==> src/rtl/core/wildcard_byte_pattern_scan_macros.svh <==
// ----------------------------------------------------------------------------
// Wildcard byte pattern scan assertion macros
// Concurrent assertion shorthands clocked on clock and disabled in reset.
// ----------------------------------------------------------------------------
`ifndef WILDCARD_BYTE_PATTERN_SCAN_MACROS_SVH
`define WILDCARD_BYTE_PATTERN_SCAN_MACROS_SVH

// same-cycle implication
`define WBPS_ASSERT_IMP(label, ante, cons, msg) \
   label: assert property (@(posedge clock) disable iff (reset) (ante) |-> (cons)) \
      else $error(msg);

// next-cycle implication
`define WBPS_ASSERT_NXT(label, ante, cons, msg) \
   label: assert property (@(posedge clock) disable iff (reset) (ante) |=> (cons)) \
      else $error(msg);

`endif

==> src/rtl/core/wbps_pkg.sv <==
// ----------------------------------------------------------------------------
// Wildcard byte pattern scan package
// Shared widths, register indexes and word types of the scan block.
// ----------------------------------------------------------------------------
package wbps_pkg;

   localparam int PATTERN_MAX_DEFAULT   = 64;
   localparam int ADDRESS_WIDTH_DEFAULT = 24;

   localparam int INDEX_W  = 6;
   localparam int BYTE_W   = 8;
   localparam int POS_W    = 24;
   localparam int PLEN_W   = 7;
   localparam int LIMIT_W  = 25;
   localparam int COUNT_W  = 25;
   localparam int CSR_IDX_W = 1;
   localparam int CSR_DATA_W = 25;
   localparam int SUM_W    = 33;

   localparam logic [CSR_IDX_W-1:0] REG_PATTERN_LENGTH = 1'b0;
   localparam logic [CSR_IDX_W-1:0] REG_SCAN_LIMIT     = 1'b1;

   localparam logic [PLEN_W-1:0]  PLEN_RESET = 7'd1;
   localparam logic [LIMIT_W-1:0] NO_LIMIT   = 25'h1FF_FFFF;

   typedef struct packed {
      logic                 shift;
      logic                 write;
      logic [BYTE_W-1:0]    data;
      logic [INDEX_W-1:0]   pat_index;
      logic [BYTE_W-1:0]    pat_value;
      logic                 pat_wild;
   } cell_ctl_type;

   typedef struct packed {
      logic                 found;
      logic [POS_W-1:0]     match_position;
   } rsp_word_type;

endpackage

==> src/rtl/core/wbps_req_if.sv <==
// ----------------------------------------------------------------------------
// Wildcard byte pattern scan request channel
// Valid/ready channel carrying pattern writes and data bytes.
// ----------------------------------------------------------------------------
interface wbps_req_if;
   logic                          valid;
   logic                          ready;
   logic                          func;
   logic [wbps_pkg::INDEX_W-1:0]  pattern_index;
   logic [wbps_pkg::BYTE_W-1:0]   pattern_value;
   logic                          pattern_wildcard;
   logic [wbps_pkg::BYTE_W-1:0]   data_byte;
   logic [wbps_pkg::POS_W-1:0]    base_offset;
   logic                          last_byte;

   modport source (
      output valid, func, pattern_index, pattern_value, pattern_wildcard,
             data_byte, base_offset, last_byte,
      input  ready
   );
   modport sink (
      input  valid, func, pattern_index, pattern_value, pattern_wildcard,
             data_byte, base_offset, last_byte,
      output ready
   );
endinterface

==> src/rtl/core/wbps_rsp_if.sv <==
// ----------------------------------------------------------------------------
// Wildcard byte pattern scan response channel
// Valid/ready channel carrying one search result word.
// ----------------------------------------------------------------------------
interface wbps_rsp_if;
   logic                        valid;
   logic                        ready;
   logic                        found;
   logic [wbps_pkg::POS_W-1:0]  match_position;

   modport source (output valid, found, match_position, input ready);
   modport sink   (input  valid, found, match_position, output ready);
endinterface

==> src/rtl/core/wbps_csr_if.sv <==
// ----------------------------------------------------------------------------
// Wildcard byte pattern scan register write channel
// Valid/ready channel carrying a register index and write data.
// ----------------------------------------------------------------------------
interface wbps_csr_if;
   logic                             valid;
   logic                             ready;
   logic [wbps_pkg::CSR_IDX_W-1:0]   index;
   logic [wbps_pkg::CSR_DATA_W-1:0]  data;

   modport source (output valid, index, data, input ready);
   modport sink   (input  valid, index, data, output ready);
endinterface

==> src/rtl/core/wbps_cell.sv <==
// ----------------------------------------------------------------------------
// Wildcard byte pattern scan cell
// Holds one pattern entry and the partial match flag of the prefix ending here.
// ----------------------------------------------------------------------------
module wbps_cell #(
   parameter int INDEX = 0
) (
   input  logic                   clock,
   input  logic                   reset,
   input  wbps_pkg::cell_ctl_type ctl,
   input  logic                   prev_hit,
   output logic                   hit_in,
   output logic                   hit_ff
);

   logic [wbps_pkg::BYTE_W-1:0] pat_ff;
   logic                        wild_ff;
   logic                        sel;

   assign sel    = ctl.write && (32'(ctl.pat_index) == INDEX);
   assign hit_in = prev_hit && (wild_ff || (pat_ff == ctl.data));

   always_ff @(posedge clock) begin
      if (reset) begin
         hit_ff <= 1'b0;
      end else if (ctl.shift) begin
         hit_ff <= hit_in;
      end
   end

   always_ff @(posedge clock) begin
      if (sel) begin
         pat_ff  <= ctl.pat_value;
         wild_ff <= ctl.pat_wild;
      end
   end

endmodule

==> src/rtl/core/wbps_out_buf.sv <==
// ----------------------------------------------------------------------------
// Wildcard byte pattern scan output buffer
// Two-entry result queue between the matcher and the response channel.
// ----------------------------------------------------------------------------
module wbps_out_buf (
   input  logic                   clock,
   input  logic                   reset,
   input  logic                   push,
   input  wbps_pkg::rsp_word_type push_word,
   input  logic                   pop,
   output logic                   head_valid,
   output wbps_pkg::rsp_word_type head_word,
   output logic                   full
);

   logic [1:0]             cnt_ff, cnt_in;
   wbps_pkg::rsp_word_type slot0_ff, slot0_in;
   wbps_pkg::rsp_word_type slot1_ff, slot1_in;

   assign head_valid = (cnt_ff != 2'd0);
   assign head_word  = slot0_ff;
   assign full       = (cnt_ff == 2'd2);

   always_comb begin
      cnt_in   = cnt_ff;
      slot0_in = slot0_ff;
      slot1_in = slot1_ff;
      case ({push, pop})
         2'b10: begin
            if (cnt_ff == 2'd0) begin
               slot0_in = push_word;
            end else begin
               slot1_in = push_word;
            end
            cnt_in = cnt_ff + 2'd1;
         end
         2'b01: begin
            slot0_in = slot1_ff;
            cnt_in   = cnt_ff - 2'd1;
         end
         2'b11: begin
            if (cnt_ff == 2'd1) begin
               slot0_in = push_word;
            end else begin
               slot0_in = slot1_ff;
               slot1_in = push_word;
            end
         end
         default: begin
         end
      endcase
   end

   always_ff @(posedge clock) begin
      if (reset) begin
         cnt_ff <= 2'd0;
      end else begin
         cnt_ff <= cnt_in;
      end
   end

   always_ff @(posedge clock) begin
      slot0_ff <= slot0_in;
      slot1_ff <= slot1_in;
   end

endmodule

==> src/rtl/core/wildcard_byte_pattern_scan.sv <==
// ----------------------------------------------------------------------------
// Wildcard byte pattern scan
// Systolic search for a byte pattern with wildcard entries in a byte stream.
// ----------------------------------------------------------------------------
// Usage:
//   csr_if writes pattern_length (index 0) and scan_limit (index 1); always
//   ready. req_if carries one word per cycle while ready is high: func 0
//   loads a pattern entry, func 1 delivers a data byte, last_byte closes the search.
//   rsp_if returns one word per search: found and match_position, at the first
//   match, past scan_limit, at byte count saturation or at the last byte.
// Dataflow:
//   One request word per cycle while req_if.ready is high. The result of a
//   byte enters the output queue and shows on rsp_if from the queue head.
//   PATTERN_MAX cells extend the partial match flags for each byte in one step.
// Stall:
//   Results wait in a two-entry queue; req_if.ready drops while it is full.
// Reset:
//   Sets pattern_length to 1, scan_limit to unlimited and clears the search
//   state. Pattern entries are undefined until written; no clearing pass.
// ----------------------------------------------------------------------------
`include "wildcard_byte_pattern_scan_macros.svh"

module wildcard_byte_pattern_scan #(
   parameter int PATTERN_MAX   = wbps_pkg::PATTERN_MAX_DEFAULT,
   parameter int ADDRESS_WIDTH = wbps_pkg::ADDRESS_WIDTH_DEFAULT
) (
   input logic       clock,
   input logic       reset,
   wbps_req_if.sink   req_if,
   wbps_rsp_if.source rsp_if,
   wbps_csr_if.sink   csr_if
);

   localparam int CELL_W = (PATTERN_MAX > 1) ? $clog2(PATTERN_MAX) : 1;
   localparam int LEN_W  = $clog2(PATTERN_MAX + 1);
   localparam logic [wbps_pkg::SUM_W-1:0] ADDR_MASK =
      (wbps_pkg::SUM_W'(1) << ADDRESS_WIDTH) - wbps_pkg::SUM_W'(1);

   logic [wbps_pkg::PLEN_W-1:0]  plen_ff;
   logic [wbps_pkg::LIMIT_W-1:0] limit_ff;
   logic [wbps_pkg::COUNT_W-1:0] seen_ff, seen_in;
   logic [wbps_pkg::POS_W-1:0]   start_ff, start_in;
   logic                         done_ff, done_in;

   logic                         acc, acc_pat, acc_data, live, full, seen_max;
   logic                         window_full, over_limit, match_now, hit, emit;
   logic [LEN_W-1:0]             len_eff;
   logic [CELL_W-1:0]            sel;
   logic [wbps_pkg::COUNT_W-1:0] n, s;
   logic [wbps_pkg::POS_W-1:0]   start_eff;
   logic [wbps_pkg::SUM_W-1:0]   pos_full;
   logic [PATTERN_MAX-1:0]       hit_in, hit_ff;
   wbps_pkg::cell_ctl_type       ctl;
   wbps_pkg::rsp_word_type       res, head;

   assign csr_if.ready = 1'b1;

   always_ff @(posedge clock) begin
      if (reset) begin
         plen_ff  <= wbps_pkg::PLEN_RESET;
         limit_ff <= wbps_pkg::NO_LIMIT;
      end else if (csr_if.valid) begin
         case (csr_if.index)
            wbps_pkg::REG_PATTERN_LENGTH: plen_ff  <= csr_if.data[wbps_pkg::PLEN_W-1:0];
            wbps_pkg::REG_SCAN_LIMIT:     limit_ff <= csr_if.data[wbps_pkg::LIMIT_W-1:0];
            default: begin
            end
         endcase
      end
   end

   assign acc      = req_if.valid && req_if.ready;
   assign acc_pat  = acc && !req_if.func;
   assign acc_data = acc && req_if.func;
   assign live     = acc_data && !done_ff;
   assign req_if.ready = !full;

   always_comb begin
      if (plen_ff == '0) begin
         len_eff = LEN_W'(1);
      end else if (32'(plen_ff) > PATTERN_MAX) begin
         len_eff = LEN_W'(PATTERN_MAX);
      end else begin
         len_eff = LEN_W'(plen_ff);
      end
   end

   assign sel = CELL_W'(len_eff - LEN_W'(1));

   assign ctl.shift     = live;
   assign ctl.write     = acc_pat && (seen_ff == '0) && !done_ff;
   assign ctl.data      = req_if.data_byte;
   assign ctl.pat_index = req_if.pattern_index;
   assign ctl.pat_value = req_if.pattern_value;
   assign ctl.pat_wild  = req_if.pattern_wildcard;

   for (genvar g = 0; g < PATTERN_MAX; g++) begin : g_cell
      logic prev_hit;
      if (g == 0) begin : g_head
         assign prev_hit = 1'b1;
      end else begin : g_link
         assign prev_hit = hit_ff[g-1];
      end
      wbps_cell #(.INDEX(g)) u_cell (
         .clock    (clock),
         .reset    (reset),
         .ctl      (ctl),
         .prev_hit (prev_hit),
         .hit_in   (hit_in[g]),
         .hit_ff   (hit_ff[g])
      );
   end

   assign match_now   = hit_in[sel];
   assign seen_max    = &seen_ff;
   assign n           = seen_ff + wbps_pkg::COUNT_W'(1);
   assign s           = n - wbps_pkg::COUNT_W'(len_eff);
   assign window_full = ({1'b0, n} >= (wbps_pkg::COUNT_W + 1)'(len_eff));
   assign over_limit  = (limit_ff != wbps_pkg::NO_LIMIT) &&
                        ($signed({1'b0, s}) > $signed({limit_ff[wbps_pkg::LIMIT_W-1], limit_ff}));
   assign start_eff   = (seen_ff == '0) ? req_if.base_offset : start_ff;
   assign pos_full    = (wbps_pkg::SUM_W'(start_eff) + wbps_pkg::SUM_W'(s)) & ADDR_MASK;

   assign hit  = live && !seen_max && window_full && !over_limit && match_now;
   assign emit = live && (seen_max || req_if.last_byte ||
                          (window_full && (over_limit || match_now)));

   assign res.found          = hit;
   assign res.match_position = hit ? pos_full[wbps_pkg::POS_W-1:0] : '0;

   always_comb begin
      seen_in  = seen_ff;
      done_in  = done_ff;
      start_in = start_ff;
      if (live && (seen_ff == '0)) begin
         start_in = req_if.base_offset;
      end
      if (live && !seen_max) begin
         seen_in = n;
      end
      if (emit) begin
         done_in = 1'b1;
      end
      if (acc_data && req_if.last_byte) begin
         seen_in = '0;
         done_in = 1'b0;
      end
   end

   always_ff @(posedge clock) begin
      if (reset) begin
         seen_ff  <= '0;
         start_ff <= '0;
         done_ff  <= 1'b0;
      end else begin
         seen_ff  <= seen_in;
         start_ff <= start_in;
         done_ff  <= done_in;
      end
   end

   wbps_out_buf u_out_buf (
      .clock      (clock),
      .reset      (reset),
      .push       (emit),
      .push_word  (res),
      .pop        (rsp_if.valid && rsp_if.ready),
      .head_valid (rsp_if.valid),
      .head_word  (head),
      .full       (full)
   );

   assign rsp_if.found          = head.found;
   assign rsp_if.match_position = head.match_position;

   `WBPS_ASSERT_IMP(a_push_on_data, emit, acc_data && !done_ff, "result without live data byte")
   `WBPS_ASSERT_IMP(a_miss_zero_pos, emit && !res.found, res.match_position == '0, "miss with nonzero position")
   `WBPS_ASSERT_NXT(a_last_clears, acc_data && req_if.last_byte, !done_ff && (seen_ff == '0), "search not closed by last byte")

endmodule
==> src/flat_wrapper.sv <==
// flat-port wrapper written by rule: the top's interface ports become plain ports
module wildcard_byte_pattern_scan_flat 
#(
   parameter int PATTERN_MAX   = wbps_pkg::PATTERN_MAX_DEFAULT,
   parameter int ADDRESS_WIDTH = wbps_pkg::ADDRESS_WIDTH_DEFAULT
)
  (clock, reset, req_if_valid, req_if_func, req_if_pattern_index, req_if_pattern_value, req_if_pattern_wildcard, req_if_data_byte, req_if_base_offset, req_if_last_byte, req_if_ready, rsp_if_valid, rsp_if_found, rsp_if_match_position, rsp_if_ready, csr_if_valid, csr_if_index, csr_if_data, csr_if_ready);
  wbps_req_if req_if_i ();
  wbps_rsp_if rsp_if_i ();
  wbps_csr_if csr_if_i ();
  input logic clock;
  input logic reset;
  input wire logic [$bits(req_if_i.valid)-1:0] req_if_valid;
  input wire logic [$bits(req_if_i.func)-1:0] req_if_func;
  input wire logic [$bits(req_if_i.pattern_index)-1:0] req_if_pattern_index;
  input wire logic [$bits(req_if_i.pattern_value)-1:0] req_if_pattern_value;
  input wire logic [$bits(req_if_i.pattern_wildcard)-1:0] req_if_pattern_wildcard;
  input wire logic [$bits(req_if_i.data_byte)-1:0] req_if_data_byte;
  input wire logic [$bits(req_if_i.base_offset)-1:0] req_if_base_offset;
  input wire logic [$bits(req_if_i.last_byte)-1:0] req_if_last_byte;
  output wire logic [$bits(req_if_i.ready)-1:0] req_if_ready;
  output wire logic [$bits(rsp_if_i.valid)-1:0] rsp_if_valid;
  output wire logic [$bits(rsp_if_i.found)-1:0] rsp_if_found;
  output wire logic [$bits(rsp_if_i.match_position)-1:0] rsp_if_match_position;
  input wire logic [$bits(rsp_if_i.ready)-1:0] rsp_if_ready;
  input wire logic [$bits(csr_if_i.valid)-1:0] csr_if_valid;
  input wire logic [$bits(csr_if_i.index)-1:0] csr_if_index;
  input wire logic [$bits(csr_if_i.data)-1:0] csr_if_data;
  output wire logic [$bits(csr_if_i.ready)-1:0] csr_if_ready;
  assign req_if_i.valid = req_if_valid;
  assign req_if_i.func = req_if_func;
  assign req_if_i.pattern_index = req_if_pattern_index;
  assign req_if_i.pattern_value = req_if_pattern_value;
  assign req_if_i.pattern_wildcard = req_if_pattern_wildcard;
  assign req_if_i.data_byte = req_if_data_byte;
  assign req_if_i.base_offset = req_if_base_offset;
  assign req_if_i.last_byte = req_if_last_byte;
  assign req_if_ready = req_if_i.ready;
  assign rsp_if_valid = rsp_if_i.valid;
  assign rsp_if_found = rsp_if_i.found;
  assign rsp_if_match_position = rsp_if_i.match_position;
  assign rsp_if_i.ready = rsp_if_ready;
  assign csr_if_i.valid = csr_if_valid;
  assign csr_if_i.index = csr_if_index;
  assign csr_if_i.data = csr_if_data;
  assign csr_if_ready = csr_if_i.ready;
  wildcard_byte_pattern_scan #(.PATTERN_MAX(PATTERN_MAX), .ADDRESS_WIDTH(ADDRESS_WIDTH)) u_core (.clock(clock), .reset(reset), .req_if(req_if_i), .rsp_if(rsp_if_i), .csr_if(csr_if_i));
endmodule
==> config.mk <==
export PLATFORM = sky130hd
export DESIGN_NAME = wildcard_byte_pattern_scan_flat
export DESIGN_NICKNAME = d
export VERILOG_FILES = /design/src/rtl/core/wbps_pkg.sv /design/src/rtl/core/wbps_req_if.sv /design/src/rtl/core/wbps_rsp_if.sv /design/src/rtl/core/wbps_csr_if.sv /design/src/rtl/core/wbps_cell.sv /design/src/rtl/core/wbps_out_buf.sv /design/src/rtl/core/wildcard_byte_pattern_scan.sv /design/src/flat_wrapper.sv
export VERILOG_INCLUDE_DIRS = /design/src /design/src/rtl/core
export SDC_FILE = /design/constraint.sdc
export NUM_CORES = 1
export LEC_CHECK = 0
export BUFFER_PORTS_ARGS = -buffer_cell sky130_fd_sc_hd__buf_2
export CAP_MARGIN = 20
export CORE_AREA = 2 2 386 197
export DETAILED_ROUTE_END_ITERATION = 6
export DIE_AREA = 0 0 388 199
export PLACE_DENSITY = 0.75
export SLEW_MARGIN = 30
export SYNTH_ARGS = -nofsm -noshare
export SYNTH_HDL_FRONTEND = slang
export SYNTH_SLANG_ARGS = --single-unit
==> constraint.sdc <==
create_clock -name clock -period 14.52 [get_ports clock]
set_input_delay 2.904 -clock clock [delete_from_list [all_inputs] [get_ports clock]]
set_output_delay 2.904 -clock clock [all_outputs]
set_load 0.05 [all_outputs]
## Yosys cells after proc, flatten, opt, wreduce, memory -nomap -nowiden

Cells that the tools add are included.

| word-level totals | value |
|---|---|
| bits of input ports | 80 |
| output and inout bits | 28 |
| bits in registers | 773 |
| logic and storage cells | 590 |

| operators by class | value |
|---|---|
| add/subtract/negate cells | 6 |
| bitwise operators | 1 |
| reduce and logical (&&, ||, !) cells | 229 |
| eq/ne operators | 136 |
| muxes and demuxes | 13 |
| order comparisons | 4 |

Operator list:

| cell | count |
|---|---|
| equality test 8 bit | 64 |
| equality test 6 bit (second input constant) | 32 |
| logical AND 1 bit | 143 |
| 2-to-1 mux 25 bit | 4 |
| equality test 6 x 5 -> 1 bit (second input constant) | 16 |
| case mux 25 bit (3 select lines) | 1 |
| logical OR 1 bit | 67 |
| case mux 25 bit (2 select lines) | 1 |
| equality test 6 x 4 -> 1 bit (second input constant) | 8 |
| 2-to-1 mux 24 bit | 2 |
| > comparator 26 x 25 -> 1 bit | 1 |
| adder 25 x 1 -> 25 bit (second input constant) | 1 |
| greater-or-equal comparator 25 x 7 -> 1 bit | 1 |
| zero test 25 bit | 1 |
| != test 25 bit (second input constant) | 1 |
| AND reduction 25 bit | 1 |
| subtractor 25 x 7 -> 25 bit | 1 |
| adder 24 bit | 1 |
| equality test 6 x 3 -> 1 bit (second input constant) | 4 |
| 2-to-1 mux 7 bit | 2 |
| equality test 6 x 2 -> 1 bit (second input constant) | 2 |
| > comparator 7 bit (second input constant) | 1 |
| zero test 7 bit | 1 |
| less-than comparator 6 x 7 -> 1 bit (second input constant) | 1 |
| 19 further kinds | 32 |

## Logic depth before layout (Yosys ltp)

| depth | value |
|---|---|
| word-level depth | 13 |
| mapped depth | 36 |
| depth with buffers taken out | 33 |

## Modules after synthesis

Synthesis repeated with hierarchy kept, for this count alone.

| second synthesis, totals | value |
|---|---|
| cell total of the unflattened synthesis | 3,003 |
| area, all modules | 37,830.0 um2 |

Modules (own cells, without submodules):

| module | area each (um2) | times used | seq. area each (um2) | cells each |
|---|---|---|---|---|
| wildcard_byte_pattern_scan | 7,519.7 | 1 | 1,641.6 | 935 |
| wbps_cell at u_core.g_cell[12].u_cell ... | 432.9 | 14 | 290.3 | 30 |
| wbps_cell at u_core.g_cell[10].u_cell ... | 435.4 | 12 | 290.3 | 30 |
| wbps_cell at u_core.g_cell[17].u_cell ... | 436.7 | 8 | 290.3 | 30 |
| wbps_cell at u_core.g_cell[11].u_cell ... | 432.9 | 8 | 290.3 | 29 |
| wbps_cell at u_core.g_cell[16].u_cell ... | 434.2 | 6 | 290.3 | 30 |
| wbps_out_buf | 2,549.9 | 1 | 1,541.5 | 158 |
| wbps_cell at u_core.g_cell[31].u_cell ... | 430.4 | 5 | 290.3 | 30 |
| wbps_cell at u_core.g_cell[53].u_cell ... | 434.2 | 4 | 290.3 | 29 |
| wbps_cell at u_core.g_cell[19].u_cell ... | 432.9 | 4 | 290.3 | 31 |
| wbps_cell at u_core.g_cell[15].u_cell ... | 430.4 | 2 | 290.3 | 29 |
| wbps_cell at u_core.g_cell[0].u_cell | 431.7 | 1 | 290.3 | 30 |

## Least setup slack after synthesis

OpenSTA, ideal clock, no wires.

| timing | value |
|---|---|
| kind | input to register |
| start point | in req_if_data_byte[4] |
| end point | reg u_core.u_out_buf.slot1_ff[0] in the netlist's numbering (enable) |
| required time | 14.105 ns |
| arrival | 6.976 ns |
| setup time | 0.415 ns |
| stages on the path | 19 |
| buffers on the path | 4 |
| path slack | 7.128 ns |
| cell sequence | buf_2 > buf_6 > buf_2 > xnor2_1 > nand4_1 > nor2_1 > o21ai_0 > o2bb2ai_1 > or4_1 > nand3_1 > o211a_2 > o31ai_2 > inv_1 > ha_1 > clkbuf_1 > inv_1 > nor2_1 > a21oi_1 > a21oi_1 |

| between the ends | value |
|---|---|
| word-level cells in the longest chain between the ends | 12 |
| elaborated cells on any way between the ends | 203 |
| those cells by class | 68 x eq/ne; 2 x mux; 133 x reduce/logical |

Ends and longest elaborated chain:

| item | line | text |
|---|---|---|
| start: declaration | flat_wrapper.sv:18 | `input wire logic [$bits(req_if_i.data_byte)-1:0] req_if_data_byte;` |
| equality test 8 bit | wbps_cell.sv:21 | `assign hit_in = prev_hit && (wild_ff \|\| (pat_ff == ctl.data));` |
| logical OR 1 bit | wbps_cell.sv:21 |  |
| logical AND 1 bit | wbps_cell.sv:21 |  |
| binary-select mux 1 bit (select 6 bit) * | wildcard_byte_pattern_scan.sv:114 | `assign match_now = hit_in[sel];` |
| 2-to-1 mux 1 bit (not written as such) * | wildcard_byte_pattern_scan.sv:114 |  |
| logical OR 1 bit * | wildcard_byte_pattern_scan.sv:126 | `(window_full && (over_limit \|\| match_now)));` |
| logical AND 1 bit * | wildcard_byte_pattern_scan.sv:126 |  |
| logical OR 1 bit * | wildcard_byte_pattern_scan.sv:125 | `assign emit = live && (seen_max \|\| req_if.last_byte \|\|` |
| logical AND 1 bit * | wildcard_byte_pattern_scan.sv:125 |  |
| net u_core.emit | wildcard_byte_pattern_scan.sv:46 | `logic window_full, over_limit, match_now, hit, emit;` |
| equality test 2 bit | wbps_out_buf.sv:28 | `case ({push, pop})` |
| != test 2 bit (no line) or nonzero test 2 bit (tied branches) | -- |  |
| AND reduction 3 bit (no line) * | -- |  |
| end signal: assignment | wbps_out_buf.sv:64 | `slot1_ff <= slot1_in;` |
| end: declaration | wbps_out_buf.sv:18 | `wbps_pkg::rsp_word_type slot1_ff, slot1_in;` |

Mark *: on every way through the listed nets, which the timed path passes. The rest lies on a longest branch. The select of a mux whose other input is x is not followed.
A chain may end at the register's enable or synchronous reset.

## Worst setup path after layout

| timing | value |
|---|---|
| start point | in req_if_data_byte[5] |
| end point | reg u_core.u_out_buf.slot1_ff[8] in the netlist's numbering (enable) |

Same word-level chain as after synthesis.

==> impl_metrics.env <==
export IMPL_finalHoldViolations=0
export IMPL_cts_root_buf="clkbuf_16"
export IMPL_area_growth_pct=9.874
export IMPL_clock_sink_count=773
export IMPL_route_detailed_drc=1
export IMPL_synth_fa_ha_area_share_pct=2.305
export IMPL_die_h_microns=199
export IMPL_critPathArrivalTime_ns=8.81
export IMPL_min_path_type="reg2reg"
export IMPL_cts_tree="yes"
export IMPL_pin_count=108
export IMPL_critical_path_class="in2reg"
export IMPL_synth_xor_area_share_pct=14.45
export IMPL_wl_per_cell_microns=24.14
export IMPL_drive_above_1_share_pct=10.18
export IMPL_synth_flop_cell="edfxtp_1"
export IMPL_status="complete, but fails checks"
export IMPL_grt_first_pass_wirelength_microns=145900
export IMPL_synth_top_area_cell="edfxtp_1"
export IMPL_routabilityCongestion=0.9443
export IMPL_final_setup_tns_ns=0
export IMPL_die_area_sq_mm=0.07721
export IMPL_avgSynthCellArea_sq_um=12.08
export IMPL_whs_ns=0.4507
export IMPL_synth_compound_area_share_pct=7.717
export IMPL_row_count=71
export IMPL_syn_nets=3165
export IMPL_fin_crit_sh_pct=58.55
export IMPL_synth_edf_count=626
export IMPL_multi_input_area_sq_mm=0.01363
export IMPL_core_area_sq_mm=0.07409
export IMPL_synth_cell_type_count=84
export IMPL_synth_most_common_cell="edfxtp_1"
export IMPL_leakage_nw=14.15
export IMPL_synthMuxAreaShare_pct=1.094
export IMPL_wirelength_microns=99040
export IMPL_place_area_sq_mm=0.03768
export IMPL_dp_hpwl_microns=61930
export IMPL_ys_seq_area_share_pct=59.59
export IMPL_vias=24290
export IMPL_initial_core_util_pct=49.24
export IMPL_ctsHoldBuffers=0
export IMPL_synth_common_cells="626 x edfxtp_1, 503 x xor2_1, 267 x nand2_1, 223 x nor2_1, 177 x a21oi_1"
export IMPL_critPathMaxFanout=29
export IMPL_synth_area_sq_mm=0.03648
export IMPL_setup_violations=0
export IMPL_cp_end_kind="register"
export IMPL_cp_start_kind="input pin"
export IMPL_r2r_start="u_core.plen_ff[5]"
export IMPL_ir_drop_mv=0.07504
export IMPL_cts_path_max_buffers=3
export IMPL_synth_top_family_by_area="XOR/XNOR gates"
export IMPL_clkTransAtPathRegs_ns=0.07
export IMPL_required_ns=14.83
export IMPL_rsz0062_at_grt="no"
export IMPL_grt_overflow_total=0
export IMPL_fin_crit_ns=8.501
export IMPL_drv_cap=0
export IMPL_hold_path_end="u_core.start_ff[3]"
export IMPL_yosys_register_bits=773
export IMPL_cts_buffers=67
export IMPL_hp_start="u_core.start_ff[3]"
export IMPL_hold_depth=2
export IMPL_fmax_mhz=117.6
export IMPL_p_per_area_mw_per_mm2=139.3
export IMPL_rrSetupSlack_ns=6.15
export IMPL_r2r_end="u_core.u_out_buf.slot1_ff[8]"
export IMPL_yosys_warnings=0
export IMPL_async_flop_share_pct=0
export IMPL_slew_viol_final=0
export IMPL_synthCells=3019
export IMPL_violations="DRC"
export IMPL_cts_htree_levels=3
export IMPL_tightest_slew_ns=1.122
export IMPL_synth_top_cell_area_share_pct=51.53
export IMPL_fill_cells=6138
export IMPL_register_area_sq_mm=0.02174
export IMPL_drt_iter0_markers=3599
export IMPL_worst_clock_skew_ns=0.02387
export IMPL_slew_limit_headroom_pct=24.68
export IMPL_drtPass1Iterations=7
export IMPL_grt_pass1_vias=22500
export IMPL_io_buffers=106
export IMPL_postRouteAntennaNets=0
export IMPL_yosys_top_cells_area="edfxtp_1 52%, xor2_1 12%, dfxtp_1 8.1%"
export IMPL_grt_usage_pct=25.35
export IMPL_antenna_found_initial=1
export IMPL_yosys_area_share_simple_pct=11.67
export IMPL_grt_max_degree=87
export IMPL_reg2regPathDepth=31
export IMPL_stdcell_area_sq_mm=0.04008
export IMPL_die_x_microns=388
export IMPL_cts_setup_buffers=0
export IMPL_clock_latency_ns=0.64
export IMPL_cts_resized=0
export IMPL_nets=3208
export IMPL_viasPerCell=5.921
## critical path, stage by stage
cell      delay (ns)
buf_4           0.22
buf_4           0.52
buf_4           0.66
xor2_1          0.15
nor4_1          0.49
a21oi_1         0.28
o221ai_1        0.28
o211ai_1        0.14
a21o_1          0.21
o311ai_0        0.10
o211a_2         0.31
o31ai_2         0.12
inv_1           0.13
ha_1            0.71
inv_1           0.22
nor2_1          0.23
a21oi_1         0.08
a21oi_2         0.51
buf_4           0.37
## worst max path at each step
| stage | startpoint | end | slack, ns |
|---|---|---|---|
| final | req_if_data_byte[5] | u_core.u_out_buf.slot1_ff[8] | 6.02 |
| after global routing | u_core.seen_ff[0] | u_core.u_out_buf.slot1_ff[8] | 5.59 |
| after CTS | req_if_data_byte[5] | u_core.u_out_buf.slot1_ff[8] | 6.23 |
| after detailed placement | req_if_data_byte[5] | u_core.u_out_buf.slot1_ff[3] | 5.58 |
| after global placement | req_if_data_byte[5] | u_core.u_out_buf.slot1_ff[3] | 5.68 |
| after floorplan | req_if_data_byte[4] | u_core.u_out_buf.slot1_ff[0] | 7.13 |
## through the flow
step | instances | worst slack, ns | util, % | power, mW
final | 4102 | 6.019 | 54.10 | 5.584
after global routing | 4100 | 5.590 | 54.10 | 5.776
after CTS | 4097 | 6.234 | 53.98 | 5.568
after detailed placement | 3975 | 5.575 | 50.85 | 3.673
after global placement | 3975 | 5.679 | 50.85 | 3.656
after floorplan | 3019 | 7.128 | - | 3.325
## where the power goes
part / switching [mW] / internal [mW] / total (mW)
clock network: 0.851 / 1.06 / 1.91
logic: 0.818 / 0.353 / 1.17
registers: 0.0318 / 2.47 / 2.50
total: 1.70 / 3.88 / 5.58
## per-layer routing
layer	routed length, microns	vias up	track usage (%)	share of wire, %
met1	45250	11870	40.02	46
met4	1328	0	5.015	1.3
met5	0	-	0	0
met2	37250	1422	31.68	38
li1	-	10890	-	-
met3	15220	99	10.31	15
## layout by cell type, fill, tap and decap left out, types with 23 or more instances in the layout
cell type  synthesis  final
edfxtp_1         626    626
xor2_1           503    503
nand2_1          267    266
nor2_1           223    223
a21oi_1          177    176
dfxtp_1          147    147
nor4_1           119    119
xnor2_1           97     97
buf_2             39     97
clkbuf_16          0     67
inv_1             64     64
ha_1              64     64
nand3_1           51     49
o21ai_0           48     47
buf_4             22     44
nor2b_1           38     38
and3_1            38     37
nor3_1            34     34
nand4_1           30     30
a211o_1           28     28
mux2_2            23     23
## registers in the layout, indices dropped and copies added (netlist names), 24 cells and up
name                          count
u_core.seen_ff                   25
u_core.g_cell.u_cell.pat_ff     512
u_core.u_out_buf.head_word       25
u_core.start_ff                  24
u_core.g_cell.u_cell.hit_ff      63
u_core.u_out_buf.slot1_ff        25
u_core.g_cell.u_cell.wild_ff     64
u_core.limit_ff                  25
## area by class of cell
cell class,instances,area share [%]
flip-flops and latches,773,54.24
multi-input cells,2008,34.00
clock buffers,90,4.623
well taps,985,3.075
repair buffers,146,2.279
clock inverters,32,1.155
inverters,66,0.6180
diodes,2,0.01249
## cells by family after synthesis
| logic type | Yosys count |
|---|---|
| other | 1 |
| AND/OR/NAND/NOR | 875 |
| adder cells (fa/ha/maj) | 66 |
| multiplexers | 37 |
| flip-flops | 773 |
| buffers and inverters | 238 |
| XOR/XNOR | 601 |
| AO/OA/AOI/OAI | 428 |
Power figures use the tool's default switching activity.
